File: src/rtl/core/tgarle_pkg.sv
package tgarle_pkg;

  localparam int unsigned BppWidth    = 3;
  localparam int unsigned PixWidth    = 25;
  localparam int unsigned IndexWidth  = 24;
  localparam int unsigned CfgWidth    = 25;
  localparam int unsigned CfgIdxWidth = 1;

  localparam logic [BppWidth-1:0] BppReset    = 3'd3;
  localparam logic [BppWidth-1:0] BppMin      = 3'd1;
  localparam logic [BppWidth-1:0] BppMax      = 3'd4;
  localparam logic [PixWidth-1:0] PixelsReset = 25'd1;
  localparam logic [PixWidth-1:0] PixelsMin   = 25'd1;
  localparam logic [PixWidth-1:0] PixelsMax   = 25'h1000000;
  localparam logic [7:0]          RunBase     = 8'd127;

  typedef enum logic [CfgIdxWidth-1:0] {
    CFG_BPP    = 1'b0,
    CFG_PIXELS = 1'b1
  } cfg_index_e;

  typedef enum logic [1:0] {
    PH_HEADER = 2'd0,
    PH_RAW    = 2'd1,
    PH_RUN    = 2'd2
  } phase_e;

  typedef struct packed {
    logic [31:0]           pixel_value;
    logic [7:0]            run_length;
    logic [IndexWidth-1:0] start_index;
    logic                  image_done;
    logic                  overrun;
  } result_t;

endpackage

File: src/rtl/core/tgarle_if.sv
interface tgarle_byte_if;
  logic       valid;
  logic       ready;
  logic [7:0] data_byte;

  modport source (output valid, output data_byte, input ready);
  modport sink (input valid, input data_byte, output ready);
endinterface

interface tgarle_run_if;
  logic        valid;
  logic        ready;
  logic [31:0] pixel_value;
  logic [7:0]  run_length;
  logic [23:0] start_index;
  logic        image_done;
  logic        overrun;

  modport source (output valid, output pixel_value, output run_length, output start_index,
                  output image_done, output overrun, input ready);
  modport sink (input valid, input pixel_value, input run_length, input start_index,
                input image_done, input overrun, output ready);
endinterface

File: src/rtl/core/tgarle_skid.sv
module tgarle_skid (
  input  logic                clk_i,
  input  logic                rst_ni,
  input  logic                in_valid_i,
  output logic                in_ready_o,
  input  tgarle_pkg::result_t in_data_i,
  output logic                out_valid_o,
  input  logic                out_ready_i,
  output tgarle_pkg::result_t out_data_o
);

  logic                main_valid_q, main_valid_d;
  logic                skid_valid_q, skid_valid_d;
  tgarle_pkg::result_t main_q, main_d;
  tgarle_pkg::result_t skid_q, skid_d;

  assign in_ready_o  = !skid_valid_q;
  assign out_valid_o = main_valid_q;
  assign out_data_o  = main_q;

  always_comb begin
    main_valid_d = main_valid_q;
    skid_valid_d = skid_valid_q;
    main_d       = main_q;
    skid_d       = skid_q;
    if (main_valid_q && !out_ready_i) begin
      if (in_valid_i && !skid_valid_q) begin
        skid_valid_d = 1'b1;
        skid_d       = in_data_i;
      end
    end else if (skid_valid_q) begin
      main_valid_d = 1'b1;
      main_d       = skid_q;
      skid_valid_d = 1'b0;
    end else begin
      main_valid_d = in_valid_i;
      main_d       = in_data_i;
    end
  end

  always_ff @(posedge clk_i or negedge rst_ni) begin
    if (!rst_ni) begin
      main_valid_q <= 1'b0;
      skid_valid_q <= 1'b0;
    end else begin
      main_valid_q <= main_valid_d;
      skid_valid_q <= skid_valid_d;
    end
  end

  always_ff @(posedge clk_i) begin
    main_q <= main_d;
    skid_q <= skid_d;
  end

  a_skid_implies_main: assert property (@(posedge clk_i) disable iff (!rst_ni)
    skid_valid_q |-> main_valid_q)
    else $error("Skid entry held without a waiting result.");

  a_stall_holds_result: assert property (@(posedge clk_i) disable iff (!rst_ni)
    main_valid_q && !out_ready_i |=> main_valid_q && $stable(main_q))
    else $error("Stalled result changed.");

  a_skid_drains: assert property (@(posedge clk_i) disable iff (!rst_ni)
    skid_valid_q && out_ready_i |=> !skid_valid_q)
    else $error("Skid entry not moved forward after a transfer.");

endmodule

File: src/rtl/core/tga_rle_pixel_decoder_unit.sv
// Channel   Role    Handshake      Payload
// byte_in   sink    valid/ready    data_byte[7:0]
// run_out   source  valid/ready    pixel_value, run_length, start_index, image_done, overrun
// cfg       write   cfg_we_i       cfg_index_i, cfg_data_i[24:0]
//
// One byte is taken in every cycle while the output stage has room; its decode completes in
// that cycle and a result, when the byte finishes a pixel, is registered in the output stage.
// A two-entry output stage keeps input flowing under a stalled result until a second result
// is waiting; input is then taken again in the cycle after the first of them is transferred.
// Reset is asynchronous and active low; it restores the register defaults and awaits a header.
module tga_rle_pixel_decoder_unit (
  input  logic                                  clk_i,
  input  logic                                  rst_ni,
  tgarle_byte_if.sink                           byte_in,
  tgarle_run_if.source                          run_out,
  input  logic                                  cfg_we_i,
  input  logic [tgarle_pkg::CfgIdxWidth-1:0]    cfg_index_i,
  input  logic [tgarle_pkg::CfgWidth-1:0]       cfg_data_i
);

  logic [tgarle_pkg::BppWidth-1:0] bpp_q;
  logic [tgarle_pkg::PixWidth-1:0] pixels_q;

  tgarle_pkg::phase_e              phase_q, phase_d;
  logic [7:0]                      packet_left_q, packet_left_d;
  logic [1:0]                      byte_slot_q, byte_slot_d;
  logic [31:0]                     gather_q, gather_d;
  logic [tgarle_pkg::PixWidth-1:0] pixels_done_q, pixels_done_d;

  logic                            accept;
  logic                            in_ready;
  logic                            res_valid;
  tgarle_pkg::result_t             res;
  tgarle_pkg::result_t             out_data;

  logic [tgarle_pkg::BppWidth-1:0] bpp_eff;
  logic [tgarle_pkg::PixWidth-1:0] limit;
  logic [tgarle_pkg::PixWidth-1:0] remaining;
  logic [7:0]                      want;
  logic [tgarle_pkg::PixWidth-1:0] want_w;
  logic                            want_big;
  logic [tgarle_pkg::PixWidth-1:0] len;
  logic                            last;
  logic                            clipped;
  logic [31:0]                     gather_new;
  logic                            pixel_end;

  always_ff @(posedge clk_i or negedge rst_ni) begin
    if (!rst_ni) begin
      bpp_q    <= tgarle_pkg::BppReset;
      pixels_q <= tgarle_pkg::PixelsReset;
    end else if (cfg_we_i) begin
      unique case (tgarle_pkg::cfg_index_e'(cfg_index_i))
        tgarle_pkg::CFG_BPP: begin
          bpp_q <= cfg_data_i[tgarle_pkg::BppWidth-1:0];
        end
        tgarle_pkg::CFG_PIXELS: begin
          pixels_q <= cfg_data_i[tgarle_pkg::PixWidth-1:0];
        end
        default: begin
        end
      endcase
    end
  end

  always_comb begin
    if (bpp_q < tgarle_pkg::BppMin) begin
      bpp_eff = tgarle_pkg::BppMin;
    end else if (bpp_q > tgarle_pkg::BppMax) begin
      bpp_eff = tgarle_pkg::BppMax;
    end else begin
      bpp_eff = bpp_q;
    end
    if (pixels_q < tgarle_pkg::PixelsMin) begin
      limit = tgarle_pkg::PixelsMin;
    end else if (pixels_q > tgarle_pkg::PixelsMax) begin
      limit = tgarle_pkg::PixelsMax;
    end else begin
      limit = pixels_q;
    end
  end

  assign accept     = byte_in.valid && in_ready;
  assign gather_new = gather_q | ({24'd0, byte_in.data_byte} << {byte_slot_q, 3'b000});
  assign pixel_end  = ({1'b0, byte_slot_q} + 3'd1) >= bpp_eff;

  always_comb begin
    remaining = (pixels_done_q < limit) ? (limit - pixels_done_q) : 25'd1;
    want      = (phase_q == tgarle_pkg::PH_RAW) ? 8'd1 : packet_left_q;
    if (want == 8'd0) begin
      want = 8'd1;
    end
    want_w   = {17'd0, want};
    want_big = want_w > remaining;
    len      = want_big ? remaining : want_w;
    last     = len == remaining;
    clipped  = want_big ||
               ((phase_q == tgarle_pkg::PH_RAW) && last && (packet_left_q > 8'd1));
  end

  always_comb begin
    phase_d       = phase_q;
    packet_left_d = packet_left_q;
    byte_slot_d   = byte_slot_q;
    gather_d      = gather_q;
    pixels_done_d = pixels_done_q;
    if (accept) begin
      unique case (phase_q)
        tgarle_pkg::PH_RAW, tgarle_pkg::PH_RUN: begin
          if (!pixel_end) begin
            gather_d    = gather_new;
            byte_slot_d = byte_slot_q + 2'd1;
          end else begin
            gather_d    = '0;
            byte_slot_d = '0;
            if (last) begin
              pixels_done_d = '0;
              phase_d       = tgarle_pkg::PH_HEADER;
              packet_left_d = '0;
            end else begin
              pixels_done_d = pixels_done_q + len;
              if ((phase_q == tgarle_pkg::PH_RAW) && (packet_left_q > 8'd1)) begin
                packet_left_d = packet_left_q - 8'd1;
              end else begin
                phase_d       = tgarle_pkg::PH_HEADER;
                packet_left_d = '0;
              end
            end
          end
        end
        default: begin
          if (!byte_in.data_byte[7]) begin
            phase_d       = tgarle_pkg::PH_RAW;
            packet_left_d = byte_in.data_byte + 8'd1;
          end else begin
            phase_d       = tgarle_pkg::PH_RUN;
            packet_left_d = byte_in.data_byte - tgarle_pkg::RunBase;
          end
          byte_slot_d = '0;
          gather_d    = '0;
        end
      endcase
    end
  end

  always_comb begin
    res.pixel_value = gather_new;
    res.run_length  = len[7:0];
    res.start_index = pixels_done_q[tgarle_pkg::IndexWidth-1:0];
    res.image_done  = last;
    res.overrun     = clipped;
    res_valid       = accept && pixel_end &&
                      ((phase_q == tgarle_pkg::PH_RAW) || (phase_q == tgarle_pkg::PH_RUN));
  end

  always_ff @(posedge clk_i or negedge rst_ni) begin
    if (!rst_ni) begin
      phase_q       <= tgarle_pkg::PH_HEADER;
      packet_left_q <= '0;
      byte_slot_q   <= '0;
      gather_q      <= '0;
      pixels_done_q <= '0;
    end else begin
      phase_q       <= phase_d;
      packet_left_q <= packet_left_d;
      byte_slot_q   <= byte_slot_d;
      gather_q      <= gather_d;
      pixels_done_q <= pixels_done_d;
    end
  end

  tgarle_skid u_skid (
    .clk_i       (clk_i),
    .rst_ni      (rst_ni),
    .in_valid_i  (res_valid),
    .in_ready_o  (in_ready),
    .in_data_i   (res),
    .out_valid_o (run_out.valid),
    .out_ready_i (run_out.ready),
    .out_data_o  (out_data)
  );

  assign byte_in.ready       = in_ready;
  assign run_out.pixel_value = out_data.pixel_value;
  assign run_out.run_length  = out_data.run_length;
  assign run_out.start_index = out_data.start_index;
  assign run_out.image_done  = out_data.image_done;
  assign run_out.overrun     = out_data.overrun;

  a_header_slot_clear: assert property (@(posedge clk_i) disable iff (!rst_ni)
    phase_q == tgarle_pkg::PH_HEADER |-> byte_slot_q == 2'd0 && gather_q == 32'd0)
    else $error("Pixel gather left over while awaiting a header.");

  a_done_restarts: assert property (@(posedge clk_i) disable iff (!rst_ni)
    res_valid && res.image_done |=> pixels_done_q == '0 && phase_q == tgarle_pkg::PH_HEADER)
    else $error("Image end did not restart the pixel count.");

  a_overrun_ends_image: assert property (@(posedge clk_i) disable iff (!rst_ni)
    res_valid && res.overrun |-> res.image_done)
    else $error("Clipped packet without image end.");

  a_run_nonzero: assert property (@(posedge clk_i) disable iff (!rst_ni)
    res_valid |-> res.run_length != 8'd0)
    else $error("Result with zero run length.");

endmodule

File: src/flat_wrapper.sv
// flat-port wrapper written by rule: the top's interface ports become plain ports
module tga_rle_pixel_decoder_unit_flat 
  (clk_i, rst_ni, cfg_we_i, cfg_index_i, cfg_data_i, byte_in_valid, byte_in_data_byte, byte_in_ready, run_out_valid, run_out_pixel_value, run_out_run_length, run_out_start_index, run_out_image_done, run_out_overrun, run_out_ready);
  tgarle_byte_if byte_in_i ();
  tgarle_run_if run_out_i ();
  input  logic clk_i;
  input  logic rst_ni;
  input  logic cfg_we_i;
  input  logic [tgarle_pkg::CfgIdxWidth-1:0] cfg_index_i;
  input  logic [tgarle_pkg::CfgWidth-1:0] cfg_data_i;
  input wire logic [$bits(byte_in_i.valid)-1:0] byte_in_valid;
  input wire logic [$bits(byte_in_i.data_byte)-1:0] byte_in_data_byte;
  output wire logic [$bits(byte_in_i.ready)-1:0] byte_in_ready;
  output wire logic [$bits(run_out_i.valid)-1:0] run_out_valid;
  output wire logic [$bits(run_out_i.pixel_value)-1:0] run_out_pixel_value;
  output wire logic [$bits(run_out_i.run_length)-1:0] run_out_run_length;
  output wire logic [$bits(run_out_i.start_index)-1:0] run_out_start_index;
  output wire logic [$bits(run_out_i.image_done)-1:0] run_out_image_done;
  output wire logic [$bits(run_out_i.overrun)-1:0] run_out_overrun;
  input wire logic [$bits(run_out_i.ready)-1:0] run_out_ready;
  assign byte_in_i.valid = byte_in_valid;
  assign byte_in_i.data_byte = byte_in_data_byte;
  assign byte_in_ready = byte_in_i.ready;
  assign run_out_valid = run_out_i.valid;
  assign run_out_pixel_value = run_out_i.pixel_value;
  assign run_out_run_length = run_out_i.run_length;
  assign run_out_start_index = run_out_i.start_index;
  assign run_out_image_done = run_out_i.image_done;
  assign run_out_overrun = run_out_i.overrun;
  assign run_out_i.ready = run_out_ready;
  tga_rle_pixel_decoder_unit u_core (.clk_i(clk_i), .rst_ni(rst_ni), .byte_in(byte_in_i), .run_out(run_out_i), .cfg_we_i(cfg_we_i), .cfg_index_i(cfg_index_i), .cfg_data_i(cfg_data_i));
endmodule
File: config.mk
export PLATFORM = sky130hd
export DESIGN_NAME = tga_rle_pixel_decoder_unit_flat
export DESIGN_NICKNAME = d
export VERILOG_FILES = /design/src/rtl/core/tgarle_pkg.sv /design/src/rtl/core/tgarle_if.sv /design/src/rtl/core/tgarle_skid.sv /design/src/rtl/core/tga_rle_pixel_decoder_unit.sv /design/src/flat_wrapper.sv
export SDC_FILE = /design/constraint.sdc
export NUM_CORES = 1
export LEC_CHECK = 0
export BUFFER_PORTS_ARGS = -buffer_cell sky130_fd_sc_hd__buf_2
export CAP_MARGIN = 15
export CORE_MARGIN = 8
export CORE_UTILIZATION = 38
export CTS_CLUSTER_DIAMETER = 60
export DETAILED_ROUTE_END_ITERATION = 16
export SLEW_MARGIN = 20
export SYNTH_ARGS = -nofsm -noshare
export SYNTH_HDL_FRONTEND = slang
export SYNTH_HIERARCHICAL = 1
export SYNTH_SLANG_ARGS = --single-unit
export TNS_END_PERCENT = 1
File: constraint.sdc
create_clock -name clk_i -period 9.35 [get_ports clk_i]
set_input_delay 0.4675 -clock clk_i [delete_from_list [all_inputs] [get_ports clk_i]]
set_output_delay 0.4675 -clock clk_i [all_outputs]
set_load 0.05 [all_outputs]
Yosys cells after proc, flatten, opt, wreduce, memory -nomap -nowiden:

Cells that the tools add are included.

* output and inout port bits: 68
* register bits: 231
* bits of input ports: 39
* logic and storage cells: 90

* reduce and logical (&&, ||, !) cells: 20
* $add $sub $neg: 7
* bitwise operators: 2
* equal/unequal tests: 6
* shift-type cells: 1
* mux-type cells: 27
* order comparisons: 8

Operators with widths (number)
* $mux W25: 5
* $mux W66: 1
* $mux W32: 2
* $mux W8: 7
* $or A32 B32 Y32: 1
* $shl A8 B5 Y32: 1
* $add A25 B25 Y25: 1
* $eq A25 B25 Y1: 1
* $gt A25 B25 Y1 const B: 1
* $gt A8 B25 Y1: 1
* $lt A25 B1 Y1 const B: 1
* $lt A25 B25 Y1: 1
* $sub A25 B25 Y25: 1
* $mux W2: 7
* $add A8 B1 Y8 const B: 1
* $gt A8 B1 Y1 const B: 1
* $logic_and A1 B1 Y1: 8
* $logic_not A8 Y1: 1
* $reduce_and A2 Y1: 4
* $sub A8 B1 Y8 const B: 1
* $sub A8 B7 Y8 const B: 1
* $mux W3: 2
* $reduce_and A3 Y1: 2
* $ne A2 B1 Y1 const B: 2
* 13 further kinds: 17

Depth between registers and ports, before layout:

Gate-level depths: netlist of the first run.

* depth after elaboration: 12
* depth in mapped cells: 44

Hierarchy:

The synthesis of the first run kept the hierarchy.

By module, submodules not included
* tga_rle_pixel_decoder_unit: times used 1, area an instance 7860.0 sq um, sequential area each 2431.1 sq um, cells an instance 941
* tgarle_skid: times used 1, area an instance 4870.9 sq um, sequential area each 4013.8 sq um, cells an instance 214

Worst setup path after synthesis of the first run:

No wires, ideal clock.

* path type: reg-to-reg
* start: reg u_core/pixels_q[9] (netlist name)
* end: reg u_core/pixels_done_q[24] (netlist name)
* setup time: 0.066 ns
* period minus slack after synthesis: 7.854 ns
* data arrival time: 7.788 ns
* cell stages (with the launch flop): 43
* data required time: 9.284 ns
* setup slack: 1.496 ns
* cells stage by stage: dfrtp_1 > nor4_1 > nand4_1 > o21ai_0 > clkbuf_1 > and2_1 > ha_1 > nor2_1 > a211oi_4 > o211ai_2 > a211o_1 > o211a_2 > a21o_1 > a21o_1 > nand2_1 > clkbuf_1 > nand2_1 > ha_1 > [... 7 more ...] > and2_1 > buf_4 > o41a_1 > ha_1 > inv_1 > fa_1 > nand2b_1 > a21oi_1 > o21a_1 > o21ai_0 > a31oi_1 > a221o_1 > nor4_1 > nor2_1 > o41ai_1 > o21ai_0 > o21ai_0 > a22o_1

* longest elaborated chain between the ends: 9
* elaborated cells between the ends (all ways): 12
* classes of those cells: add/sub (2); order compare (4); eq/ne (1); mux (5)

RTL lines
* start: declaration: RTL line tga_rle_pixel_decoder_unit.sv:22 `logic [tgarle_pkg::PixWidth-1:0] pixels_q;`
* start signal: assignment: RTL line tga_rle_pixel_decoder_unit.sv:51 `pixels_q <= tgarle_pkg::PixelsReset;`
* start signal: assignment: RTL line tga_rle_pixel_decoder_unit.sv:58 `pixels_q <= cfg_data_i[tgarle_pkg::PixWidth-1:0];`
* $gt A25 B25 Y1: RTL line tga_rle_pixel_decoder_unit.sv:76 `end else if (pixels_q > tgarle_pkg::PixelsMax) begin`
* $mux W25: RTL line tga_rle_pixel_decoder_unit.sv:76
* $mux W25 (*): RTL line tga_rle_pixel_decoder_unit.sv:74 `if (pixels_q < tgarle_pkg::PixelsMin) begin`
* $sub A25 B25 Y25 or $lt A25 B25 Y1 (tied branches): RTL line tga_rle_pixel_decoder_unit.sv:88 `remaining = (pixels_done_q < limit) ? (limit - pixels_done_q) : 25'd1;`
* $mux W25 (*): RTL line tga_rle_pixel_decoder_unit.sv:88
* $gt A8 B25 Y1: RTL line tga_rle_pixel_decoder_unit.sv:94 `want_big = want_w > remaining;`
* $mux W25 (*): RTL line tga_rle_pixel_decoder_unit.sv:95 `len = want_big ? remaining : want_w;`
* net u_core.len, one bit: RTL line tga_rle_pixel_decoder_unit.sv:42 `logic [tgarle_pkg::PixWidth-1:0] len;`
* $add A25 B25 Y25 or $eq A25 B25 Y1 (tied branches): RTL line tga_rle_pixel_decoder_unit.sv:121, tga_rle_pixel_decoder_unit.sv:96
* $mux W25 (*): RTL line tga_rle_pixel_decoder_unit.sv:116 `if (last) begin`
* end signal: assignment: RTL line tga_rle_pixel_decoder_unit.sv:168 `pixels_done_q <= pixels_done_d;`
* end: declaration: RTL line tga_rle_pixel_decoder_unit.sv:28 `logic [tgarle_pkg::PixWidth-1:0] pixels_done_q, pixels_done_d;`

Mark *: on every way through the listed nets, which the timed path passes. The rest lies on a longest branch.
A chain may end at the register's enable or synchronous reset.

Final worst setup path of the first run:

* start: reg u_core/pixels_q[15] (netlist name)
* end: reg u_core/pixels_done_q[24] (netlist name)

Same word-level chain as after synthesis.

==> results of run 1 <==
cells in the final DEF, fill, tap and decap left out, drive strengths merged, types with 4 or more instances in the layout:
cell,count
clkinv,10
nand2,87
mux2,92
dfrtp,96
o21bai,6
and3,10
nor3,16
o21ai,38
xnor2,25
a21oi,82
a31oi,8
a21o,55
nor3b,5
nor2,82
or2,4
edfxtp,132
o31ai,18
nand4,8
o22ai,15
a22o,4
mux2i,5
buf,112
nor2b,14
ha,68
conb,16
nand2b,15
and2,22
o41ai,7
a211oi,7
o211ai,9
nand3,26
inv,65
o21a,9
nor4,14
a31o,4
clkbuf,36
xor2,9
worst register-to-register path, delay by kind of cell, from the launching register on:
kind	cells	cell delay, ns
adder cells (fa/ha/maj)	4	0.93
buffers and inverters	2	0.28
flip-flops	1	0.38
AO/OA/AOI/OAI	23	4.80
AND/OR/NAND/NOR	12	2.12
routing by layer:
layer,up-vias,global-route usage [%],routed length [um]
met5,-,0,0
met1,4392,22.3,15200
met4,0,3.68,479
met2,194,23.8,13600
met3,31,2.61,1850
li1,4429,-,-
sequential cells by signal (all words and copies together) (netlist names):
name                        count
u_core/u_skid/out_valid_o       1
u_core/pixels_done_q           25
u_core/gather_q                32
u_core/u_skid/out_data_o       66
u_core/u_skid/skid_valid_q      1
u_core/bpp_q                    3
u_core/pixels_q                25
u_core/byte_slot_q              2
u_core/phase_q                  2
u_core/packet_left_q            8
u_core/u_skid/skid_q           66
what timing repair did:
item / 4_1_cts / 5_1_grt
resized for setup: 0 / 3
endpoints found under the setup margin: 0 / 3
hold buffers: 1 / 0
endpoints found under the hold margin: 6 / 0
Yosys cell counts (4+ instances only):
cell type	count
o41ai_1	7
nor4_1	14
o21bai_1	6
a211oi_1	4
o21a_1	8
ha_1	68
buf_2	11
inv_1	62
xnor2_1	25
buf_6	4
nor3_1	16
mux2_4	7
nor2b_1	14
nand2_1	87
mux2i_1	5
a31o_2	4
a21oi_1	82
o211ai_1	8
o21ai_0	37
and3_1	10
buf_1	4
a22o_1	4
o22ai_1	15
dfrtp_1	96
nand2b_1	15
and2_1	21
nor2_1	82
a31oi_1	8
xor2_1	9
o31ai_1	18
clkbuf_1	32
nand4_1	8
nand3_1	26
a21o_1	55
nor3b_1	5
mux2_2	85
edfxtp_1	132
cell type report:
type                            instances  area [um2]
Fill cell                            3188       18700
Tap cell                              448         561
Clock buffer                           36         762
Clock inverter                         16         156
Inverter                               62         233
Timing Repair Buffer                  113         588
Multi-Input combinational cell        823        5880
Sequential cell                       231        6450
kinds of logic (layout without fill, tap and decap cells):
kind of cell	Yosys count	after routing	share of synthesized area (%)
AO/OA/AOI/OAI	292	292	15.5
XOR/XNOR	34	34	2.34
adder cells (fa/ha/maj)	70	70	7.00
buffers and inverters	116	227	3.85
flip-flops	231	231	50.6
multiplexers	97	97	8.74
other	1	16	0.0295
AND/OR/NAND/NOR	314	314	11.9
report_power, final:
| group | switching (mW) | leakage (nW) | total [mW] | internal [mW] |
|---|---|---|---|---|
| registers | 0.173 | 2.61 | 1.61 | 1.44 |
| logic | 1.87 | 3.42 | 2.87 | 1.00 |
| clock network | 0.428 | 0.453 | 1.06 | 0.635 |
| total | 2.47 | 6.48 | 5.55 | 3.08 |
path summary, 6_finish.rpt:
check	cells after the start	slack (ns)	from	end
setup / recovery	41	0.79	u_core/pixels_q[15]	u_core/pixels_done_q[24]
hold / removal	3	0.16	cfg_data_i[2]	u_core/bpp_q[2]
min in group asynchronous	2	0.52	rst_ni	u_core/pixels_done_q[18]
setup reg to reg	41	0.79	u_core/pixels_q[15]	u_core/pixels_done_q[24]
max in group asynchronous	3	7.71	rst_ni	u_core/gather_q[7]
hold reg to reg	2	0.49	u_core/gather_q[8]	u_core/gather_q[8]
per-stage QoR:
| step | total power [mW] | hold WS [ns] | cells | utilization, % |
|---|---|---|---|---|
| 2_1_floorplan | 3.83 | 0.172 | 1170 | - |
| 3_3_place_gp | 4.46 | 0.477 | 1676 | 41.1 |
| 3_5_place_dp | 4.48 | 0.485 | 1676 | 41.1 |
| 4_1_cts | 5.57 | 0.129 | 1729 | 43.9 |
| 5_1_grt | 5.93 | 0.140 | 1729 | 43.9 |
| 6_report | 5.55 | 0.159 | 1729 | 43.9 |
==> impl_summary.md, run 1 <==
Timing
Setup violations remaining at the end of the flow were counted as 0. Adding up every negative setup slack in the final design gives 0 ns. The clock skew after layout is 0.0209 ns. The maximum clock rate is 0.117 GHz. Setup repair after global routing left no endpoint under its margin.

The worst-case headroom to the max-slew limit is 32.0%. The number of pins with negative max-slew slack in the final report came to 0. The final critical path time including I/O delays and setup is 8.56 ns. The worst setup slack after layout is 0.793 ns. At the pin with the least slew margin, the transition time is 1.02 ns. The post-route clock period utilization is 91.5%. The number of hold-slack violations in the final timing report is 0.

Worst setup path
The required time of the critical path is 9.81 ns. On the worst path, the slowest cell contributes a delay of 0.44 ns. Of all nets on the critical path, the largest fanout is 16.

The critical path contains buffers and inverters numbering 2 combined. The master of the slowest instance on the critical path is o41a_1. The sort of element at the end of the critical path is a flip-flop. By instance count, the cell type seen most on the critical path is o21ai_0. The worst setup path is of the reg -> reg kind. The critical path launch point type is a flip-flop.

Data on the critical path arrives at its endpoint at 9.02 ns. The family of cells with the greatest summed delay on the critical path is compound AO/OA/AOI/OAI gates.

Global route
The first global-routing pass estimated 49500 um of wire. After global routing the overflow that remains totals 0. Global routing used 15.5% of the available tracks across all layers. The via count of the first global-routing pass came to 8988. Entering global routing, the biggest net connects 70 pins.

The initial antenna violation count is 0.

Detailed routing
After detailed routing, the average wire length per cell comes to 18.0 um. The number of iterations in the first detailed-routing pass is 6. In the routed layout, each cell is associated on average with a via count of 5.23. The count of antenna-violating nets left after detailed routing is 0. After detailed routing, the number of remaining DRC violations is 0. The routed design has 31100 um of wire. The first routing iteration left 663 violations.

Across all layers, the routed design uses 9046 vias.

Power
The power per cell area is 379 mW/mm2. In this run the static leakage power is 6.48 nW. The worst voltage drop across the vdd grid is 0.202 mV.

Place
The global placement routability congestion is 0.896. OpenSTA, run right after detailed placement, puts the worst setup slack at 0.467 ns. The count of buffers inserted at the top-level ports is 106.

Once placement finished, the instance area stood at 0.0137 mm2. The total half-perimeter wirelength after legalization and detailed placement is 22400 um.

Floorplanning
After floorplanning, the core was sized to cover 0.0333 mm2. From left edge to right edge, the die measures 199 um. During I/O placement, the number of pins put on the boundary was 107. The die extent in y is 199 um.

The number of standard-cell rows in the floorplan is 67. The effective utilization at floorplan is 38.3%. The overall die area is 0.0396 mm2.

Clock network
The library cell used as clock root buffer is clkbuf_16. Clock tree synthesis inserted a total of 28 buffers. In this run the number of H-tree levels came out at 1. The buffers inserted during post-CTS setup optimization is 0. Clock-pin slew was measured on the worst setup and hold paths at 0.06 ns. The clock latency on the worst-skew pair is 0.54 ns.

TritonCTS built the clock tree. The clock tree buffer depth is 3. The total number of clock tree sinks is 231.

Logic synthesis
The cell count after synthesis came out at 1155. The yosys synthesis warning count is 6. For this run, asynchronously set or reset flops after synthesis account for 42.9%. The number of synthesized flops with an enable pin is 132. The main flop type after synthesis is edfxtp_1.

The biggest area contributor in the post-synthesis netlist is edfxtp_1. The register bit count reported by yosys is 231. After synthesis, the cell types taking the most area are edfxtp_1 31%, dfrtp_1 19%, mux2_2 7.5%. The unique cell type count in the Yosys netlist is 75. The part of the Yosys area used for sequential elements is 50.6%. A synthesized cell averages 11.0 um2. The fraction of post-synthesis cell area in the top cell type by area is 31.1%.

After synthesis the cells add up to 0.0127 mm2.

Final layout
The number of antenna diodes in the final layout is 0. Relative to the synthesized area, the layout overhead comes to 14.9%. Cells with a size suffix above 1 make up 21.5% of the layout. The final net count is 1368.

The finished cells cover 0.0146 mm2.

Worst hold path
In this run the worst hold path is classified as in -> reg.

Run status
The run finished with clean final reports.

Flow run
The tool flagged a number of max-cap violations equal to 0.
No activity file was read; power rests on OpenSTA's default activity.
==> run 2: changes to the inputs <==
--- a/config.mk
+++ b/config.mk
@@ -5,6 +5,7 @@
 export SDC_FILE = /design/constraint.sdc
 export NUM_CORES = 1
 export LEC_CHECK = 0
+export ABC_AREA = 1
 export BUFFER_PORTS_ARGS = -buffer_cell sky130_fd_sc_hd__buf_2
 export CAP_MARGIN = 15
 export CORE_MARGIN = 8
==> constraint.sdc (replaced) <==
create_clock -name clk_i -period 9.3 [get_ports clk_i]
set_input_delay 0.465 -clock clk_i [delete_from_list [all_inputs] [get_ports clk_i]]
set_output_delay 0.465 -clock clk_i [all_outputs]
set_load 0.05 [all_outputs]
==> run 2 against run 1 <==
  * Non-clock buffer count grew 1
  * Clock power shrank 8%
  * Sequential power is essentially flat
  * Global-route usage grew 0.44 points
  * Setup slack gained 0.27 ns
  * First-iteration DRC count grew 8.4%
  * Design area grew 3.6%
==> impl_summary.md, run 2 <==
Place
The count of buffers inserted at the top-level ports is 106 (unchanged). The total half-perimeter wirelength after legalization and detailed placement is 25700 um (was 22400 um). The post-place instance area came to 0.0143 mm2 (was 0.0137 mm2). The cell count after placement is 2127 (was 1676).

The global placement routability congestion is 0.900 (was 0.896). The worst slack at placement is 1.20 ns (was 0.467 ns).

Logic synthesis
The cell with the most instances after synthesis is nand2_1 (was edfxtp_1). The mean cell area of the mapped netlist is 8.40 um2 (was 11.0 um2). The number of synthesized flops with an enable pin came to 132 (unchanged). The number of cells produced by synthesis is 1592 (was 1155). The fraction of post-synthesis cell area in the top cell type by area came to 29.6% (was 31.1%). The register bit count reported by yosys was 231 (unchanged).

The share of synthesized flip-flops with an asynchronous set or reset is 42.9% (unchanged). The main flop type after synthesis is edfxtp_1 (unchanged). Dominant cells by area after synthesis: edfxtp_1 30%, dfrtp_1 18%, nand2_1 13% (was edfxtp_1 31%, dfrtp_1 19%, mux2_2 7.5%).

The mapped cell area is 0.0134 mm2 (was 0.0127 mm2). The unique cell type count in the Yosys netlist was 52 (was 75). Commonest cells post-synth: 453 x nand2_1, 185 x inv_1, 160 x nor2_1 (was 132 x edfxtp_1, 96 x dfrtp_1, 87 x nand2_1).

The part of the Yosys area used for sequential elements is 48.2% (was 50.6%). The yosys synthesis warning count is 6 (unchanged). The cell type with the largest total area after synthesis is edfxtp_1 (unchanged).

Detailed routing
The residual DRC count came to 0 (unchanged). The aggregate routed wire length is 33600 um (was 31100 um). The number of vias in the routed layout is 10600 (was 9046). The number of vias per cell is 4.85 (was 5.23). The number of iterations in the first detailed-routing pass is 5 (was 6). The first-iteration detailed-routing DRC count is 719 (was 663). The detail-routed net length per standard cell is 15.5 um (was 18.0 um). The count of antenna-violating nets left after detailed routing is 0 (unchanged).

Final layout
The final net count came to 1810 (was 1368). The leading cell type in the layout, fill and taps excluded is nand2_1 (was edfxtp_1). The final instance area is 0.0152 mm2 (was 0.0146 mm2). The fraction of layout instances using a drive strength above 1 came to 14.6% (was 21.5%). The fraction of the core area covered by cells at the end of the flow is 43.8% (was 43.9%). Most frequent cells in the layout: 452 x nand2_1, 185 x inv_1, 159 x nor2_1 (was 132 x edfxtp_1, 105 x buf_2, 95 x dfrtp_1).

The synthesis-to-finish area growth came to 13.3% (was 14.9%). The non-filler instance count after layout came to 2177 (was 1729). The filler cell count was 3464 (was 3188).

Clock network
The library cell used as clock root buffer is clkbuf_16 (unchanged). The buffers inserted during post-CTS setup optimization is 0 (unchanged). The hold buffer count at cts is 1 (unchanged). The total number of clock tree sinks is 231 (unchanged). The post-cts gate resize count is 0 (unchanged). The total number of H-tree levels is 1 (unchanged). The clock buffer count from CTS came to 26 (was 28).

The clock tree buffer depth was 3 (unchanged). The clock-pin transition on the worst setup and hold timing paths is 0.06 ns (about the same). The clock latency on the worst-skew pair is 0.52 ns (was 0.54 ns). The TritonCTS clock tree is built (unchanged).

Timing
The sum of negative setup slack is 0 ns (unchanged). The worst setup slack after layout is 1.06 ns (was 0.793 ns). The maximum clock rate is 0.121 GHz (was 0.117 GHz).

RSZ-0062 raised after global routing: no (unchanged). The final critical path time including I/O delays and setup is 8.24 ns (was 8.56 ns). The worst-case headroom to the max-slew limit came to 38.2% (was 32.0%). The worst-margin pin slew came to 0.926 ns (was 1.02 ns).

The number of pins with negative max-slew slack in the final report is 0 (unchanged). The clock skew after layout came to 0.0121 ns (was 0.0209 ns). The number of hold-slack violations in the final timing report came to 0 (unchanged).

The total setup violations reported at the end of the flow is 0 (unchanged). The final-layout worst hold slack is 0.180 ns (was 0.159 ns). The post-route clock period utilization is 88.6% (was 91.5%).

Worst setup path
The delay contributed by the slowest stage of the critical path was 0.50 ns (was 0.44 ns). The critical path launch point type is a flip-flop (unchanged). The sort of element at the end of the critical path is a flip-flop (unchanged). The signal arrival time at the worst endpoint was 8.62 ns (was 9.02 ns). The depth of the worst register-to-register path came to 46 (was 41). The required time of the critical path came to 9.69 ns (was 9.81 ns).

The maximum fanout along the worst path is 30 (was 16). The master of the slowest instance on the critical path is o21ai_0 (was o41a_1). The source of the worst register-to-register timing path is u_core/pixels_q[12] (was u_core/pixels_q[15]). The most used cell along the critical path is nand2_1 (was o21ai_0). The destination of the worst register-to-register timing path is u_core/pixels_done_q[22] (was u_core/pixels_done_q[24]). The worst setup path category was reg -> reg (unchanged). The register-to-register path setup slack is 1.06 ns (was 0.79 ns).

Global route
The overall fraction of global-route tracks in use is 15.9% (was 15.5%). The initial antenna violation count is 1 (was 0). The overall overflow remaining after global route is 0 (unchanged). The via count of the first global-routing pass is 10300 (was 8988).

The pin count of the biggest net entering global routing was 70 (unchanged). The wire length of the first global-routing pass is 54200 um (was 49500 um).

Power
The leakage power came to 7.46 nW (was 6.48 nW). The worst voltage drop across the vdd grid came to 0.187 mV (was 0.202 mV). The power per cell area is 374 mW/mm2 (was 379 mW/mm2). The overall power is 5.67 mW (was 5.55 mW).

Floorplanning
The chip width is 204 um (was 199 um). The overall die area was 0.0415 mm2 (was 0.0396 mm2). The number of standard-cell rows in the floorplan is 68 (was 67).

The die extent in y was 204 um (was 199 um). The core region area is 0.0346 mm2 (was 0.0333 mm2). The effective utilization at floorplan is 38.6% (was 38.3%). The number of primary I/O pins is 107 (unchanged).

Run status
Outcome: completed (unchanged).

Worst hold path
The number of cells on the worst hold path came to 2 (was 3). The start point of the worst min-delay path is cfg_data_i[24] (was cfg_data_i[2]). The terminating pin of the worst hold path is u_core/pixels_q[24] (was u_core/bpp_q[2]). The kind of path behind the tightest hold check is in -> reg (unchanged).

Flow run
The number of max-cap violations is 0 (unchanged).
run 2: changes by cell type after synthesis, sizes merged, moves of 11 or more:
cell	before	now
a21oi	82	121
and2	22	1
nand3	26	75
xor2	9	20
o31ai	18	1
nand2b	15	0
nor2b	14	0
nand2	87	470
nor3	16	38
mux2	92	1
inv	62	190
a21o	55	1
or2	4	33
nor2	82	172
run 2: cell type report:
cell class / count / area (um2) / area share, %
Sequential cell: 231 / 6450 / 42.5
Multi-Input combinational cell: 1133 / 5970 / 39.4
Inverter: 195 / 734 / 4.85
Clock buffer: 30 / 676 / 4.46
Timing Repair Buffer: 114 / 596 / 3.93
Tap cell: 455 / 569 / 3.76
Clock inverter: 18 / 159 / 1.05
Antenna cell: 1 / 2.50 / 0.0165
run 2: worst max path at each step:
stage / endpoint / cells past startpoint / slack [ns] / startpoint
after global routing: u_core/pixels_done_q[22] / 45 / 0.13 / u_core/pixels_q[9]
after global placement: u_core/pixels_done_q[22] / 46 / 1.34 / u_core/pixels_q[10]
after detailed placement: u_core/pixels_done_q[22] / 46 / 1.20 / u_core/pixels_q[12]
after CTS: u_core/pixels_done_q[22] / 46 / 1.15 / u_core/pixels_q[12]
after floorplan: u_core/pixels_done_q[22] / 48 / 2.61 / u_core/pixels_q[0]
final: u_core/pixels_done_q[22] / 46 / 1.06 / u_core/pixels_q[12]
run 2: worst max-delay path, delay by kind of cell, from the launching register on:
kind | cells | cell delay (ns)
compound gates | 9 | 2.13
fa+ha+maj | 4 | 1.19
simple gates | 28 | 3.72
buf+inv | 4 | 0.53
xor+xnor | 1 | 0.17
flops | 1 | 0.36
run 2: per-layer routing:
layer	wire length [um]	part of all wire (%)	vias up	track usage, %
li1	-	-	5388	-
met1	16400	49	4902	22.8
met2	15000	45	235	25.5
met3	1640	4.9	35	1.59
met4	572	1.7	0	3.76
met5	0	0	-	0
run 2: cells by family after synthesis:
logic type	Yosys count	synth area share, %
other	1	0.0280
adder cells (fa/ha/maj)	70	6.66
buffers and inverters	243	7.73
multiplexers	1	0.0842
AND/OR/NAND/NOR	821	26.5
XOR/XNOR	35	2.29
flip-flops	231	48.2
AO/OA/AOI/OAI	190	8.51
run 2: where the power goes:
part | total, mW | leakage (nW) | switching (mW) | internal (mW)
combinational | 3.10 | 4.50 | 2.13 | 0.972
sequential | 1.59 | 2.56 | 0.159 | 1.43
clock | 0.976 | 0.403 | 0.397 | 0.579
